## config.mk

```make
export PLATFORM = sky130hd
export DESIGN_NAME = wlan_frame_address_filter_unit_flat
export DESIGN_NICKNAME = d
export VERILOG_FILES = /design/src/hdl/wfa_pkg.sv /design/src/hdl/wfa_frame_if.sv /design/src/hdl/wfa_entry_if.sv /design/src/hdl/wfa_classify.sv /design/src/hdl/wlan_frame_address_filter_unit.sv /design/src/flat_wrapper.sv
export SDC_FILE = /design/constraint.sdc
export NUM_CORES = 1
export LEC_CHECK = 0
export ABC_AREA = 1
export BUFFER_PORTS_ARGS = -buffer_cell sky130_fd_sc_hd__buf_2
export CAP_MARGIN = 20
export CORE_MARGIN = 4
export CORE_UTILIZATION = 59
export CTS_BUF_LIST = sky130_fd_sc_hd__clkbuf_8
export CTS_CLUSTER_SIZE = 10
export DETAILED_ROUTE_END_ITERATION = 16
export GPL_ROUTABILITY_DRIVEN = 0
export GPL_TIMING_DRIVEN = 1
export PLACE_DENSITY = 0.87
export SLEW_MARGIN = 10
export SYNTH_ARGS = -nofsm -noshare
export SYNTH_HDL_FRONTEND = slang
export SYNTH_SLANG_ARGS = --single-unit
```

## constraint.sdc

```tcl
create_clock -name clk_i -period 14.08 [get_ports clk_i]
set_input_delay 2.816 -clock clk_i [delete_from_list [all_inputs] [get_ports clk_i]]
set_output_delay 2.816 -clock clk_i [all_outputs]
set_load 0.1 [all_outputs]
```

## src/hdl/wfa_pkg.sv

```systemverilog
// Shared types and constants for the WLAN frame address filter.
// No dependencies; imported by the interfaces and every module.
package wfa_pkg;

  localparam int unsigned LogDepthDef   = 64;
  localparam int unsigned PayloadMaxDef = 32;

  localparam int unsigned AddrW  = 48;
  localparam int unsigned LenW   = 12;
  localparam int unsigned IndexW = 6;
  localparam int unsigned PayW   = 6;

  // Configuration register indexes.
  localparam logic CFG_TARGET_ADDR = 1'b0;
  localparam logic CFG_CAPTURE_EN  = 1'b1;

  // Input action codes.
  localparam logic ACT_FRAME = 1'b0;
  localparam logic ACT_CLEAR = 1'b1;

  // Frame kinds; codes 2 and 3 are other kinds that are never kept.
  localparam logic [1:0] KIND_MGMT = 2'd0;
  localparam logic [1:0] KIND_DATA = 2'd1;

  // Management subtypes that are dropped.
  localparam logic [3:0] SUBTYPE_PROBE_REQ = 4'd4;
  localparam logic [3:0] SUBTYPE_BEACON    = 4'd8;

  // Distribution system bits, ToDS in bit 0 and FromDS in bit 1.
  localparam logic [1:0] DS_TO_AP   = 2'b01;
  localparam logic [1:0] DS_FROM_AP = 2'b10;

  // QoS data is recognised by type and QoS subtype bit in control byte 0.
  localparam logic [7:0] QOS_MASK  = 8'h8C;
  localparam logic [7:0] QOS_MATCH = 8'h88;

  localparam logic [LenW-1:0] HDR_LEN_BASIC = 12'd24;
  localparam logic [LenW-1:0] HDR_LEN_QOS   = 12'd26;

  typedef struct packed {
    logic                    action;
    logic [1:0]              pkt_kind;
    logic [7:0]              frame_ctl0;
    logic [7:0]              frame_ctl1;
    logic [AddrW-1:0]        addr1;
    logic [AddrW-1:0]        addr2;
    logic [AddrW-1:0]        addr3;
    logic [LenW-1:0]         signal_len;
    logic signed [7:0]       rssi;
    logic [3:0]              channel;
    logic [31:0]             time_ms;
  } frame_t;

  typedef struct packed {
    logic [IndexW-1:0]       entry_index;
    logic                    is_data;
    logic [3:0]              subtype;
    logic [AddrW-1:0]        dst_address;
    logic [AddrW-1:0]        src_address;
    logic signed [7:0]       rssi_out;
    logic [3:0]              channel_out;
    logic [LenW-1:0]         frame_len;
    logic [PayW-1:0]         body_bytes;
    logic [31:0]             time_out;
  } entry_t;

  // Outcome of classifying one registered item.
  typedef struct packed {
    logic clear;
    logic keep;
  } verdict_t;

endpackage

```

## src/hdl/wfa_frame_if.sv

```systemverilog
// Valid/ready channel carrying one received frame header per item.
// Depends on wfa_pkg for the frame_t payload.
interface wfa_frame_if import wfa_pkg::*; ();
  logic   valid;
  logic   ready;
  frame_t data;

  modport source (output valid, output data, input ready);
  modport sink (input valid, input data, output ready);
endinterface

```

## src/hdl/wfa_entry_if.sv

```systemverilog
// Valid/ready channel carrying one log entry per item.
// Depends on wfa_pkg for the entry_t payload.
interface wfa_entry_if import wfa_pkg::*; ();
  logic   valid;
  logic   ready;
  entry_t data;

  modport source (output valid, output data, input ready);
  modport sink (input valid, input data, output ready);
endinterface

```

## src/hdl/wfa_classify.sv

```systemverilog
// Combinational frame classifier: kind filter, address selection, address
// match and payload length. Depends on wfa_pkg.
module wfa_classify import wfa_pkg::*; #(
  parameter int unsigned PAYLOAD_MAX = PayloadMaxDef
) (
  input  frame_t            frame_i,
  input  logic [AddrW-1:0]  target_addr_i,
  input  logic              capture_en_i,
  input  logic              log_full_i,
  input  logic [IndexW-1:0] entry_index_i,
  output verdict_t          verdict_o,
  output entry_t            entry_o
);

  localparam logic [LenW-1:0] PayMax = LenW'(PAYLOAD_MAX);

  logic [3:0]       subtype;
  logic [AddrW-1:0] dst;
  logic [AddrW-1:0] src;
  logic             kind_ok;
  logic [LenW-1:0]  hdr_len;
  logic [LenW-1:0]  pay_raw;
  logic [LenW-1:0]  pay_clamp;

  assign subtype = frame_i.frame_ctl0[7:4];

  always_comb begin
    dst     = frame_i.addr1;
    src     = frame_i.addr2;
    kind_ok = 1'b0;
    hdr_len = HDR_LEN_BASIC;
    unique case (frame_i.pkt_kind)
      KIND_MGMT: begin
        kind_ok = (subtype != SUBTYPE_BEACON) && (subtype != SUBTYPE_PROBE_REQ);
      end
      KIND_DATA: begin
        kind_ok = 1'b1;
        unique case (frame_i.frame_ctl1[1:0])
          DS_FROM_AP: src = frame_i.addr3;
          DS_TO_AP:   dst = frame_i.addr3;
          default: ;
        endcase
        if ((frame_i.frame_ctl0 & QOS_MASK) == QOS_MATCH) begin
          hdr_len = HDR_LEN_QOS;
        end
      end
      default: kind_ok = 1'b0;
    endcase
  end

  // A frame shorter than its header reports no payload rather than wrapping.
  assign pay_raw   = (frame_i.signal_len >= hdr_len) ? (frame_i.signal_len - hdr_len) : '0;
  assign pay_clamp = (pay_raw > PayMax) ? PayMax : pay_raw;

  assign verdict_o.clear = (frame_i.action == ACT_CLEAR);
  assign verdict_o.keep  = (frame_i.action == ACT_FRAME) && capture_en_i && !log_full_i &&
                           kind_ok && ((dst == target_addr_i) || (src == target_addr_i));

  assign entry_o.entry_index = entry_index_i;
  assign entry_o.is_data     = frame_i.pkt_kind[0];
  assign entry_o.subtype     = subtype;
  assign entry_o.dst_address = dst;
  assign entry_o.src_address = src;
  assign entry_o.rssi_out    = frame_i.rssi;
  assign entry_o.channel_out = frame_i.channel;
  assign entry_o.frame_len   = frame_i.signal_len;
  assign entry_o.body_bytes  = pay_clamp[PayW-1:0];
  assign entry_o.time_out    = frame_i.time_ms;

endmodule

```

## src/hdl/wlan_frame_address_filter_unit.sv

```systemverilog
// Throughput one item per cycle while no stalled result holds the input. An
// accepted header is classified from the input register, and a kept entry is
// loaded into the output register, which drives entry_o. A stalled result
// blocks the input only when the item behind it also produces an entry.
// Reset empties both registers, clears the entry count and the target address
// and disables capture. Depends on wfa_pkg, the interfaces and wfa_classify.
module wlan_frame_address_filter_unit import wfa_pkg::*; #(
  parameter int unsigned LOG_DEPTH   = LogDepthDef,
  parameter int unsigned PAYLOAD_MAX = PayloadMaxDef
) (
  input  logic             clk_i,
  input  logic             rst_ni,
  input  logic             cfg_we_i,
  input  logic             cfg_idx_i,
  input  logic [AddrW-1:0] cfg_wdata_i,
  wfa_frame_if.sink        frame_i,
  wfa_entry_if.source      entry_o
);

  localparam int unsigned CntW = $clog2(LOG_DEPTH + 1);
  localparam logic [CntW-1:0] Depth = CntW'(LOG_DEPTH);

  logic [AddrW-1:0] target_addr_q;
  logic             capture_en_q;
  logic [CntW-1:0]  count_q, count_d;
  logic             s1_valid_q;
  frame_t           s1_frame_q;
  logic             out_valid_q, out_valid_d;
  entry_t           out_entry_q;

  verdict_t         verdict;
  entry_t           entry_new;
  logic             keep;
  logic             s1_adv;
  logic             s1_fire;

  // Configuration registers.
  always_ff @(posedge clk_i or negedge rst_ni) begin
    if (!rst_ni) begin
      target_addr_q <= '0;
      capture_en_q  <= 1'b0;
    end else if (cfg_we_i) begin
      unique case (cfg_idx_i)
        CFG_TARGET_ADDR: target_addr_q <= cfg_wdata_i;
        CFG_CAPTURE_EN:  capture_en_q  <= cfg_wdata_i[0];
        default: ;
      endcase
    end
  end

  wfa_classify #(
    .PAYLOAD_MAX (PAYLOAD_MAX)
  ) u_classify (
    .frame_i       (s1_frame_q),
    .target_addr_i (target_addr_q),
    .capture_en_i  (capture_en_q),
    .log_full_i    (count_q >= Depth),
    .entry_index_i (IndexW'(count_q)),
    .verdict_o     (verdict),
    .entry_o       (entry_new)
  );

  assign keep    = s1_valid_q && verdict.keep;
  // An item that yields no entry never waits for the output register.
  assign s1_adv  = !out_valid_q || entry_o.ready || !verdict.keep;
  assign s1_fire = s1_valid_q && s1_adv;

  assign frame_i.ready = !s1_valid_q || s1_adv;

  always_comb begin
    count_d = count_q;
    if (s1_fire) begin
      if (verdict.clear) begin
        count_d = '0;
      end else if (verdict.keep) begin
        count_d = count_q + 1'b1;
      end
    end
  end

  always_comb begin
    out_valid_d = out_valid_q;
    if (keep && s1_adv) begin
      out_valid_d = 1'b1;
    end else if (entry_o.ready) begin
      out_valid_d = 1'b0;
    end
  end

  always_ff @(posedge clk_i or negedge rst_ni) begin
    if (!rst_ni) begin
      s1_valid_q  <= 1'b0;
      out_valid_q <= 1'b0;
      count_q     <= '0;
    end else begin
      if (frame_i.ready) begin
        s1_valid_q <= frame_i.valid;
      end
      out_valid_q <= out_valid_d;
      count_q     <= count_d;
    end
  end

  always_ff @(posedge clk_i) begin
    if (frame_i.valid && frame_i.ready) begin
      s1_frame_q <= frame_i.data;
    end
    if (keep && s1_adv) begin
      out_entry_q <= entry_new;
    end
  end

  assign entry_o.valid = out_valid_q;
  assign entry_o.data  = out_entry_q;

  a_count_bound: assert property (@(posedge clk_i) disable iff (!rst_ni)
    count_q <= Depth)
    else $error("entry count beyond log depth");

  a_clear_zeroes: assert property (@(posedge clk_i) disable iff (!rst_ni)
    (s1_fire && verdict.clear) |=> (count_q == '0))
    else $error("clear item did not reset the entry count");

  a_keep_counts: assert property (@(posedge clk_i) disable iff (!rst_ni)
    (s1_fire && verdict.keep) |=> (count_q == $past(count_q) + 1'b1))
    else $error("kept item did not advance the entry count");

  a_result_source: assert property (@(posedge clk_i) disable iff (!rst_ni)
    (entry_o.valid && !$past(entry_o.valid)) |-> $past(keep && s1_adv))
    else $error("result appeared without a kept item");

  a_no_overwrite: assert property (@(posedge clk_i) disable iff (!rst_ni)
    (out_valid_q && !entry_o.ready) |-> !(keep && s1_adv))
    else $error("stalled result would be overwritten");

endmodule
```

## src/flat_wrapper.sv

```systemverilog
// flat-port wrapper written by rule: the top's interface ports become plain ports
module wlan_frame_address_filter_unit_flat import wfa_pkg::*;
#(
  parameter int unsigned LOG_DEPTH   = LogDepthDef,
  parameter int unsigned PAYLOAD_MAX = PayloadMaxDef
)
  (clk_i, rst_ni, cfg_we_i, cfg_idx_i, cfg_wdata_i, frame_i_valid, frame_i_data, frame_i_ready, entry_o_valid, entry_o_data, entry_o_ready);
  wfa_frame_if frame_i_i ();
  wfa_entry_if entry_o_i ();
  input  logic clk_i;
  input  logic rst_ni;
  input  logic cfg_we_i;
  input  logic cfg_idx_i;
  input  logic [AddrW-1:0] cfg_wdata_i;
  input wire logic [$bits(frame_i_i.valid)-1:0] frame_i_valid;
  input wire logic [$bits(frame_i_i.data)-1:0] frame_i_data;
  output wire logic [$bits(frame_i_i.ready)-1:0] frame_i_ready;
  output wire logic [$bits(entry_o_i.valid)-1:0] entry_o_valid;
  output wire logic [$bits(entry_o_i.data)-1:0] entry_o_data;
  input wire logic [$bits(entry_o_i.ready)-1:0] entry_o_ready;
  assign frame_i_i.valid = frame_i_valid;
  assign frame_i_i.data = frame_i_data;
  assign frame_i_ready = frame_i_i.ready;
  assign entry_o_valid = entry_o_i.valid;
  assign entry_o_data = entry_o_i.data;
  assign entry_o_i.ready = entry_o_ready;
  wlan_frame_address_filter_unit #(.LOG_DEPTH(LOG_DEPTH), .PAYLOAD_MAX(PAYLOAD_MAX)) u_core (.clk_i(clk_i), .rst_ni(rst_ni), .cfg_we_i(cfg_we_i), .cfg_idx_i(cfg_idx_i), .cfg_wdata_i(cfg_wdata_i), .frame_i(frame_i_i), .entry_o(entry_o_i));
endmodule
```

==> results of run 1 <==
-- through the flow --
stage               setup slack (ns)  power [uW]
finish                          6.60        2810
global route                    6.24        2920
CTS                             6.56        2820
detailed placement              7.23        1820
global placement                7.30        1800
floorplan                       6.03        1710
-- how the worst min path moves through the flow --
stage | start | endpoint | slack (ns) | cells past startpoint
floorplan | u_core.s1_frame_q[0] | u_core.entry_o.data[0] | 0.40 | 0
global placement | u_core.s1_frame_q[42] | u_core.entry_o.data[60] | 0.40 | 0
detailed placement | u_core.s1_frame_q[4] | u_core.entry_o.data[4] | 0.40 | 0
CTS | u_core.s1_frame_q[41] | u_core.entry_o.data[59] | 0.41 | 0
global route | u_core.s1_frame_q[41] | u_core.entry_o.data[59] | 0.42 | 0
finish | u_core.s1_frame_q[41] | u_core.entry_o.data[59] | 0.41 | 0
-- power breakdown --
part / total (uW) / leakage, uW / switching, uW / internal, uW
clock: 1010 / 0.000780 / 499 / 509
combinational: 271 / 0.00493 / 180 / 91.1
sequential: 1530 / 0.00422 / 40.2 / 1490
-- worst reg2reg max path: cells and delay by family, from the launching register on --
family	cells	cell delay (ns)
flops	1	0.45
simple gates	13	3.30
buf+inv	3	1.84
-- routing by layer --
metal / GRT usage, % / routed length, microns / part of all wire, %
met5: 0 / 46 / 0.092
met4: 13.1 / 2220 / 4.4
met3: 6.14 / 5330 / 11
met2: 50.5 / 25100 / 50
met1: 36.6 / 17500 / 35
-- cell families (layout without fill, tap and decap cells) --
kind of cell,count (synthesis),in the layout,synth area share (%)
buffers and inverters,201,736,4.53
adder cells (fa/ha/maj),3,3,0.212
AO/OA/AOI/OAI,62,62,1.84
AND/OR/NAND/NOR,870,870,20.4
XOR/XNOR,5,5,0.248
other,0,14,0
flip-flops,438,438,72.8
-- synth_stat cells --
library cell and count:
nand3_2 3, buf_1 5, nor2_1 97, nand2_2 2
nand4_1 12, buf_4 2, nor3_1 8, dfrtp_1 58
o21ai_0 4, o211ai_1 1, or2_2 1, nand2_4 1
ha_1 3, clkbuf_1 10, inv_1 158, inv_2 5
xnor2_1 1, buf_2 19, a31oi_1 2, o2111ai_1 1
xor2_1 4, buf_6 2, nand2_1 573, nand3b_1 9
nand3_1 157, nor2_2 2, nor2_4 3, edfxtp_1 380
o21ai_2 1, a21boi_0 1, a21oi_1 52, nor4_1 2
-- sequential cells by signal (all words and copies together) (netlist names) --
register,flops
u_core.capture_en_q,1
u_core.count_q,7
u_core.entry_o.data,169
u_core.entry_o.valid,1
u_core.s1_frame_q,211
u_core.s1_valid_q,1
u_core.target_addr_q,48
-- layout make-up --
cell class / instances / area share (%)
sequential: 438 / 59.6
multi-input combinational: 940 / 18.7
timing repair buffer: 441 / 10.3
clock buffer: 77 / 4.91
inverter: 163 / 2.89
tap: 390 / 2.26
clock inverter: 55 / 1.13
antenna: 14 / 0.162
==> metrics, run 1 <==
RSZ-0062 raised after global routing no; vias per inst 5.56; initial core utilization 59.8%; final hold slack 0.414 ns; syn_area_per_cell 11.2 sq um; Core Rows 63; PwrDens 130 nW/um^2; CTS tree done; endpoint class of the critical path output port; top-level port count 444; Final Setup Violations 0; final instance area 21600 sq um; clk sinks 438; Worst R2R Path Depth 16; Reg area 12900 sq um; Post-DP Area 20200 sq um; Finished Layout Cells 2518; Clock Latency Late Sink 0.58 ns; hold_buf cts 0; actual slew at the worst max-slew pin 1.04 ns; Worst setup SP type flip-flop; # DRC 0; most frequent cell on the critical path nand2_1; die height 181 microns; Hold WC Path Type flip-flop to flip-flop; Post-CTS Setup Bufs 0; via count 14000; area of the multi-input gates 4040 sq um; leading post-synthesis cells by cell area edfxtp_1 (65%), nand2_1 (12%), dfrtp_1 (8.2%); share of cells above drive strength 1 26.1%; top cell type's share of synthesized area 64.6%; period utilization 53.1%; synth-to-layout area growth 22.1%; Crit path arrival time 4.67 ns; most frequent cells in the layout nand2_1 (571), buf_2 (434), edfxtp_1 (380); CP top delay family simple AND/OR/NAND/NOR gates; maximum VDD drop 0.0894 mV; Cell Chain, Critical Path nor2_4, nand2_4, nand2_1, nand3_1, nand2_1, nand2_1, nor2_1, nand2_1, nor2_1, nand3_1, nand2_1, nand2_2, inv_2, nand3_2, buf_2; drt pass-1 iters 5; CP endpoint frame_i_ready; Syn. warnings 0; sequential cell area fraction in the yosys report 72.8%; Buffers & Inverters on Critical Path 2; Crit Reg-Reg Startpoint u_core.s1_frame_q[217]; Gate Count Post-Synth 1579; CTS-repair resized insts 0; largest net degree at the start of global routing 137; Max transition margin 30.3%; leading area contributor after synthesis edfxtp_1; core footprint 29600 sq um; crit path from u_core.s1_frame_q[217]; CTS H-Tree Depth 3; hpwl dp 34000 microns; flops & latches, synth 438; Die ar. 32800 sq um; All-Layer GR Usage 29.5%; commonest non-fill, non-tap cell in the layout nand2_1; Reg clk slew, reported paths 0.06 ns; Overflow after GRT 0; antenna violations before repair 16; Iter 0 DRT Violations 1592; LEAKAGE 0.00993 uW; Period minus WS final 7.48 ns; CP max-delay cell nor2_4; syn nets 1855; required time of the critical path 11.26 ns; outcome finished, final reports clean; Num CTS Buffers 71; reg-to-reg endpoint u_core.entry_o.data[141]; CP Class flip-flop to output port; Highest Clock Rate 134 MHz; Die X-Extent 181 microns; post-synthesis cell type count 32; final hold vios 0; Root Driver clkbuf_8; worst-path maximum fanout 63; max-cap viol count 0; max-slew violation count 0; Synth Cell Area 17700 sq um; nets@finish 2331; Routed WL 50200 microns; Crit path depth 15; clk buf depth 3; Worst Skew 0.0317 ns; drt wl/cell 19.9 microns; first-pass GRT wire length 74600 microns; number of global-route vias before repair 13900; IO Port Bufs 435; worst stage delay on the critical path 0.82 ns; Setup TNS 0 ns; Filler cells 1916; reg2reg setup slack 8.07 ns; Inst Count DP 2372; fin util 73.0%; Final ANT Viol Nets 0
No activity file was read; power rests on OpenSTA's default activity.
==> run 2: changes to the inputs <==
--- a/config.mk
+++ b/config.mk
@@ -9,13 +9,13 @@
 export BUFFER_PORTS_ARGS = -buffer_cell sky130_fd_sc_hd__buf_2
 export CAP_MARGIN = 20
 export CORE_MARGIN = 4
-export CORE_UTILIZATION = 59
+export CORE_UTILIZATION = 55
 export CTS_BUF_LIST = sky130_fd_sc_hd__clkbuf_8
 export CTS_CLUSTER_SIZE = 10
 export DETAILED_ROUTE_END_ITERATION = 16
 export GPL_ROUTABILITY_DRIVEN = 0
 export GPL_TIMING_DRIVEN = 1
-export PLACE_DENSITY = 0.87
+export PLACE_DENSITY = 0.82
 export SLEW_MARGIN = 10
 export SYNTH_ARGS = -nofsm -noshare
 export SYNTH_HDL_FRONTEND = slang
==> constraint.sdc (replaced) <==
create_clock -name clk_i -period 7 [get_ports clk_i]
set_input_delay 1.4 -clock clk_i [delete_from_list [all_inputs] [get_ports clk_i]]
set_output_delay 1.4 -clock clk_i [all_outputs]
set_load 0.1 [all_outputs]
==> run 2 against run 1 <==
Clock skew shrank 0.0048 ns. Largest cell class unchanged. Non-clock buffer count grew 6. First-iteration DRC count shrank 16%. Critical endpoint unchanged. Global-route usage shrank 1.7 points. Critical path depth grew 2. Largest power group unchanged.
==> metrics, run 2 (synthesis gave the netlist of run 1 again) <==
max-cap viol count 0 (unchanged); Period minus WS final 5.90 ns; Net Switching 1470 uW (was 719 uW); Die ar. 35100 sq um (was 32800 sq um); endpoint class of the critical path output port (unchanged); clk sinks 438 (unchanged); Hold WC Path Type flip-flop to flip-flop (unchanged); core footprint 31600 sq um (was 29600 sq um); Overflow after GRT 0 (unchanged); antenna violations before repair 10 (was 16); most frequent cells in the layout nand2_1 (571), buf_2 (434), edfxtp_1 (380) (unchanged); Hold Path Cell Cnt 0 (unchanged); commonest non-fill, non-tap cell in the layout nand2_1 (unchanged); RSZ-0062 raised after global routing no (unchanged); final setup margin 1.10 ns (was 6.60 ns); period utilization 84.3%; Worst R2R Path Depth 18 (was 16); Pwr Total 5710 uW (was 2810 uW); Largest register FFs 211 (unchanged); drt pass-1 iters 6 (was 5); initial core utilization 55.9% (was 59.8%); hpwl dp 35000 microns (was 34000 microns); Die X-Extent 187 microns (was 181 microns); Routed WL 49600 microns (was 50200 microns); Reg with most FFs u_core.s1_frame_q (unchanged); max-slew violation count 0 (unchanged); Gate power share 9.5% (was 9.7%); Crit path arrival time 4.50 ns (was 4.67 ns); min-delay src u_core.s1_frame_q[11] (was u_core.s1_frame_q[41]); first-pass GRT wire length 74900 microns (was 74600 microns); Root Driver clkbuf_8 (unchanged); sequential share of power 53.9% (was 54.5%); # DRC 0 (unchanged); Iter 0 DRT Violations 1330 (was 1592); Final Setup Violations 0 (unchanged); required time of the critical path 5.60 ns (was 11.26 ns); LEAKAGE 0.00993 uW (about the same); IO Port Bufs 435 (unchanged); dpl ws 1.80 ns (was 7.23 ns); CP Class flip-flop to output port (unchanged); number of global-route vias before repair 13700 (was 13900); Num CTS Buffers 73 (was 71); Core Rows 65 (was 63); Clock Latency Late Sink 0.63 ns (was 0.58 ns); maximum VDD drop 0.177 mV (was 0.0894 mV); CTS tree done (unchanged); Internal Power 4250 uW (was 2090 uW); crit path from u_core.s1_frame_q[217] (unchanged); Worst Skew 0.0269 ns (was 0.0317 ns); Worst setup SP type flip-flop (unchanged); Filler cells 2294 (was 1916); CTS H-Tree Depth 3 (unchanged); CTS-repair resized insts 0 (unchanged); All-Layer GR Usage 27.8% (was 29.5%); final hold slack 0.413 ns (was 0.414 ns); Max transition margin 32.8% (was 30.3%); Post-CTS Setup Bufs 0 (unchanged); switching part of the total 25.7% (was 25.6%); largest net degree at the start of global routing 112 (was 137); reg-to-reg endpoint u_core.entry_o.data[68] (was u_core.entry_o.data[141]); outcome finished, final reports clean (unchanged); drt wl/cell 19.6 microns (was 19.9 microns); Hold EP u_core.entry_o.data[11] (was u_core.entry_o.data[59]); nets@finish 2339 (was 2331); clock share of power 36.6% (was 35.8%); Highest Clock Rate 169 MHz; PwrDens 263 nW/um^2 (was 130 nW/um^2); synth-to-layout area growth 22.7% (was 22.1%); clk buf depth 3 (unchanged); reg2reg setup slack 1.85 ns (was 8.07 ns); actual slew at the worst max-slew pin 1.01 ns (was 1.04 ns); via count 13600 (was 14000); Reg clk slew, reported paths 0.06 ns (about the same); share of cells above drive strength 1 27.0% (was 26.1%); vias per inst 5.39 (was 5.56); worst-path maximum fanout 31 (was 63); final hold vios 0 (unchanged); Final ANT Viol Nets 0 (unchanged); top-level port count 444 (unchanged); hold_buf cts 0 (unchanged); die height 187 microns (was 181 microns); Crit Reg-Reg Startpoint u_core.s1_frame_q[217] (unchanged); Setup TNS 0 ns (unchanged)
==> run 2: cell count changes in the layout (fill, tap and decap cells not counted), sizes merged, moves of 4 or more <==
cell,before,now
inv,197,181
clkinv,20,33
buf,441,447
clkinvlp,1,5
diode,14,10
==> run 2: worst max path at each step <==
stage / cells after the start / endpoint / slack (ns)
finish: 17 / frame_i_ready / 1.10
global route: 17 / frame_i_ready / 0.83
CTS: 17 / frame_i_ready / 1.11
detailed placement: 17 / frame_i_ready / 1.80
global placement: 17 / frame_i_ready / 1.86
floorplan: 18 / u_core.s1_frame_q[0] / 0.1
==> run 2: metal layers <==
metal | part of all wire, % | track usage, % | up-vias
met3 | 10 | 6.59 | 157
met5 | 0.066 | 0 | -
met2 | 50 | 46.9 | 877
met1 | 36 | 34.5 | 6327
li1 | - | - | 6277
met4 | 4.1 | 12.3 | 4
==> run 2: through the flow <==
stage          utilization (%)  cells  instance area [sq um]
6_report                  68.6   2533                  21700
4_1_cts                   68.5   2523                  21700
5_1_grt                   68.5   2531                  21700
2_1_floorplan                -   1579                  17700
3_3_place_gp              64.2   2390                  20300
3_5_place_dp              64.2   2390                  20300
==> run 2: area by class of cell <==
cell class              instances  area, sq um  area share [%]
multi-input cells             940         4030            18.6
clock buffers                  76         1050            4.82
well taps                     402          503            2.32
inverters                     163          624            2.88
flip-flops and latches        438        12900            59.3
repair buffers                447         2290            10.6
diodes                         10         25.0           0.115
clock inverters                57          298            1.37
==> run 2: worst max-delay path: stages, from the launching register on <==
cell	delay [ns]
edfxtp_1	0.44
nor2_4	0.53
nand2_2	0.50
buf_4	0.43
buf_4	0.28
nand2_1	0.10
nand3_1	0.08
nand2_1	0.08
nand2_1	0.09
nor2_1	0.18
nand2_1	0.07
nor2_1	0.10
nand3_1	0.08
nand2_1	0.21
nand2_2	0.12
inv_2	0.11
nand3_2	0.09
buf_2	0.32
==> run 2: power by group through the flow <==
stage / registers, uW / clock network (uW) / logic (uW)
floorplan: 3110 / 0 / 320
global placement: 3120 / 0 / 514
detailed placement: 3130 / 0 / 538
CTS: 3080 / 2120 / 541
global route: 3090 / 2260 / 608
finish: 3080 / 2090 / 541
==> run 3: changes to the inputs <==
==> constraint.sdc (replaced) <==
create_clock -name clk_i -period 5.66 [get_ports clk_i]
set_input_delay 1.132 -clock clk_i [delete_from_list [all_inputs] [get_ports clk_i]]
set_output_delay 1.132 -clock clk_i [all_outputs]
set_load 0.1 [all_outputs]
==> run 3 against run 2 <==
Worst hold slack improved by 0.0019 ns. First-iteration DRC count shrank 6.8%. Clock power up 22%. Sequential share of layout area is 0.27 points lower. Total power grew 23%. Critical path depth fell by 1. Clock-buffer cell count grew 6. Critical path type unchanged. Critical endpoint unchanged.
==> metrics, run 3 (synthesis gave the netlist of run 1 again) <==
worst stage delay on the critical path 0.68 ns (was 0.53 ns); sequential share of power 54.3% (was 53.9%); Reg clk slew, reported paths 0.06 ns (about the same); Final ANT Viol Nets 0 (unchanged); Hold WC Path Type flip-flop to flip-flop (unchanged); CTS tree done (unchanged); final setup margin 0.277 ns (was 1.10 ns); Pwr Total 7020 uW (was 5710 uW); Cell Chain, Critical Path inv_2, nor2_4, nand2_4, nand2_1, nand3_1, nand2_1, nand2_1, nor2_1, nand2_1, nor2_1, nand3_1, nand2_1, nand2_2, inv_2, nand3_4, buf_2 (was nor2_4, nand2_2, buf_4, buf_4, nand2_1, nand3_1, nand2_1, nand2_1, nor2_1, nand2_1, nor2_1, nand3_1, nand2_1, nand2_2, inv_2, nand3_2, buf_2); Internal Power 5270 uW (was 4250 uW); via count 13600 (about the same); Net Switching 1750 uW (was 1470 uW); Worst R2R Path Depth 18 (unchanged); Post-DP Area 20400 sq um (was 20300 sq um); core footprint 31600 sq um (unchanged); dpl ws 0.716 ns (was 1.80 ns); worst-path maximum fanout 67 (was 31); required time of the critical path 4.53 ns (was 5.60 ns); Largest register FFs 211 (unchanged); endpoint class of the critical path output port (unchanged); RSZ-0062 raised after global routing no (unchanged); # DRC 0 (unchanged); final instance area 21800 sq um (was 21700 sq um); synth-to-layout area growth 23.3% (was 22.7%); most frequent cell on the critical path nand2_1 (unchanged); top-level port count 444 (unchanged); Root Driver clkbuf_8 (unchanged); maximum VDD drop 0.251 mV (was 0.177 mV); All-Layer GR Usage 27.9% (was 27.8%); Crit Reg-Reg Startpoint u_core.s1_frame_q[216] (was u_core.s1_frame_q[217]); Worst setup SP type flip-flop (unchanged); IO Port Bufs 435 (unchanged); actual slew at the worst max-slew pin 0.981 ns (was 1.01 ns); Final Setup Violations 0 (unchanged); LEAKAGE 0.0100 uW (was 0.00993 uW); commonest non-fill, non-tap cell in the layout nand2_1 (unchanged); hpwl dp 35400 microns (was 35000 microns); reg-to-reg endpoint u_core.s1_frame_q[194] (was u_core.entry_o.data[68]); CTS-repair resized insts 0 (unchanged); clk sinks 438 (unchanged); clk buf depth 3 (unchanged); Post-CTS Setup Bufs 0 (unchanged); largest net degree at the start of global routing 80 (was 112); Gate power share 9.6% (was 9.5%); Die X-Extent 187 microns (unchanged); Reg with most FFs u_core.s1_frame_q (unchanged); Core Rows 65 (unchanged); initial core utilization 55.9% (unchanged); final hold vios 0 (unchanged); Period minus WS final 5.38 ns; CP max-delay cell nand2_4 (was nor2_4); switching part of the total 25.0% (was 25.7%); Crit path arrival time 4.25 ns (was 4.50 ns); crit path from u_core.s1_frame_q[216] (was u_core.s1_frame_q[217]); die height 187 microns (unchanged); Highest Clock Rate 186 MHz; Num CTS Buffers 73 (unchanged); period utilization 95.1%; vias per inst 5.34 (was 5.39); CTS H-Tree Depth 3 (unchanged); fin util 68.9% (was 68.6%); reg2reg setup slack 0.64 ns (was 1.85 ns); PwrDens 322 nW/um^2 (was 263 nW/um^2); drt wl/cell 19.8 microns (was 19.6 microns); Routed WL 50200 microns (was 49600 microns); CP endpoint frame_i_ready (unchanged); antenna violations before repair 14 (was 10); Iter 0 DRT Violations 1239 (was 1330); max-slew violation count 0 (unchanged); Clock Latency Late Sink 0.59 ns (was 0.63 ns); Worst Skew 0.0305 ns (was 0.0269 ns); Max transition margin 34.6% (was 32.8%); outcome finished, final reports clean (unchanged); number of global-route vias before repair 13800 (was 13700); Overflow after GRT 0 (unchanged); Filler cells 2283 (was 2294); drt pass-1 iters 8 (was 6); clock share of power 36.1% (was 36.6%); max-cap viol count 0 (unchanged); first-pass GRT wire length 75100 microns (was 74900 microns); CP Class flip-flop to output port (unchanged); most frequent cells in the layout nand2_1 (568), buf_2 (434), edfxtp_1 (380) (was nand2_1 (571), buf_2 (434), edfxtp_1 (380)); share of cells above drive strength 1 26.8% (was 27.0%); hold_buf cts 0 (unchanged); nets@finish 2343 (was 2339); Die ar. 35100 sq um (unchanged)
## run 3: power groups by stage
stage / logic (uW) / clock network (uW) / registers, uW
2_1_floorplan: 402 / 0 / 3850
3_3_place_gp: 639 / 0 / 3860
3_5_place_dp: 672 / 0 / 3870
4_1_cts: 676 / 2580 / 3810
5_1_grt: 759 / 2750 / 3830
6_report: 676 / 2540 / 3810
## run 3: worst min-delay path by stage
stage	cells past startpoint	to	start
2_1_floorplan	0	u_core.entry_o.data[0]	u_core.s1_frame_q[0]
3_3_place_gp	0	u_core.entry_o.data[16]	u_core.s1_frame_q[16]
3_5_place_dp	0	u_core.entry_o.data[19]	u_core.s1_frame_q[19]
4_1_cts	0	u_core.entry_o.data[15]	u_core.s1_frame_q[15]
5_1_grt	0	u_core.entry_o.data[6]	u_core.s1_frame_q[6]
6_report	0	u_core.entry_o.data[19]	u_core.s1_frame_q[19]
## run 3: layout make-up
| class | count | area [sq um] | share of cell area, % |
|---|---|---|---|
| flip-flops and latches | 438 | 12900 | 59.0 |
| multi-input cells | 940 | 4060 | 18.6 |
| repair buffers | 451 | 2370 | 10.9 |
| clock buffers | 82 | 1130 | 5.18 |
| inverters | 163 | 623 | 2.86 |
| well taps | 402 | 503 | 2.31 |
| clock inverters | 48 | 203 | 0.930 |
| diodes | 13 | 32.5 | 0.149 |
## run 3: per-layer routing
| metal | track usage [%] | routed length, microns | share of wire, % | vias up |
|---|---|---|---|---|
| li1 | - | - | - | 6264 |
| met4 | 12.0 | 1980 | 3.9 | 6 |
| met3 | 6.68 | 5160 | 10 | 142 |
| met5 | 0 | 36 | 0.072 | - |
| met1 | 34.6 | 18300 | 37 | 6240 |
| met2 | 47.2 | 24700 | 49 | 905 |
## run 3: worst max-delay path: cells and delay by family (launching register included)
family	cells	cell delay [ns]
flip-flops	1	0.45
buffers and inverters	3	0.51
AND/OR/NAND/NOR	13	2.67
## run 3: metrics by stage
stage                     hold slack [ns]  TNS (ns)  cells
after global placement              0.400         0   2394
after CTS                           0.409         0   2524
after global routing                0.421         0   2535
final                               0.415         0   2537
after floorplan                     0.400    -31.61   1579
after detailed placement            0.405         0   2394
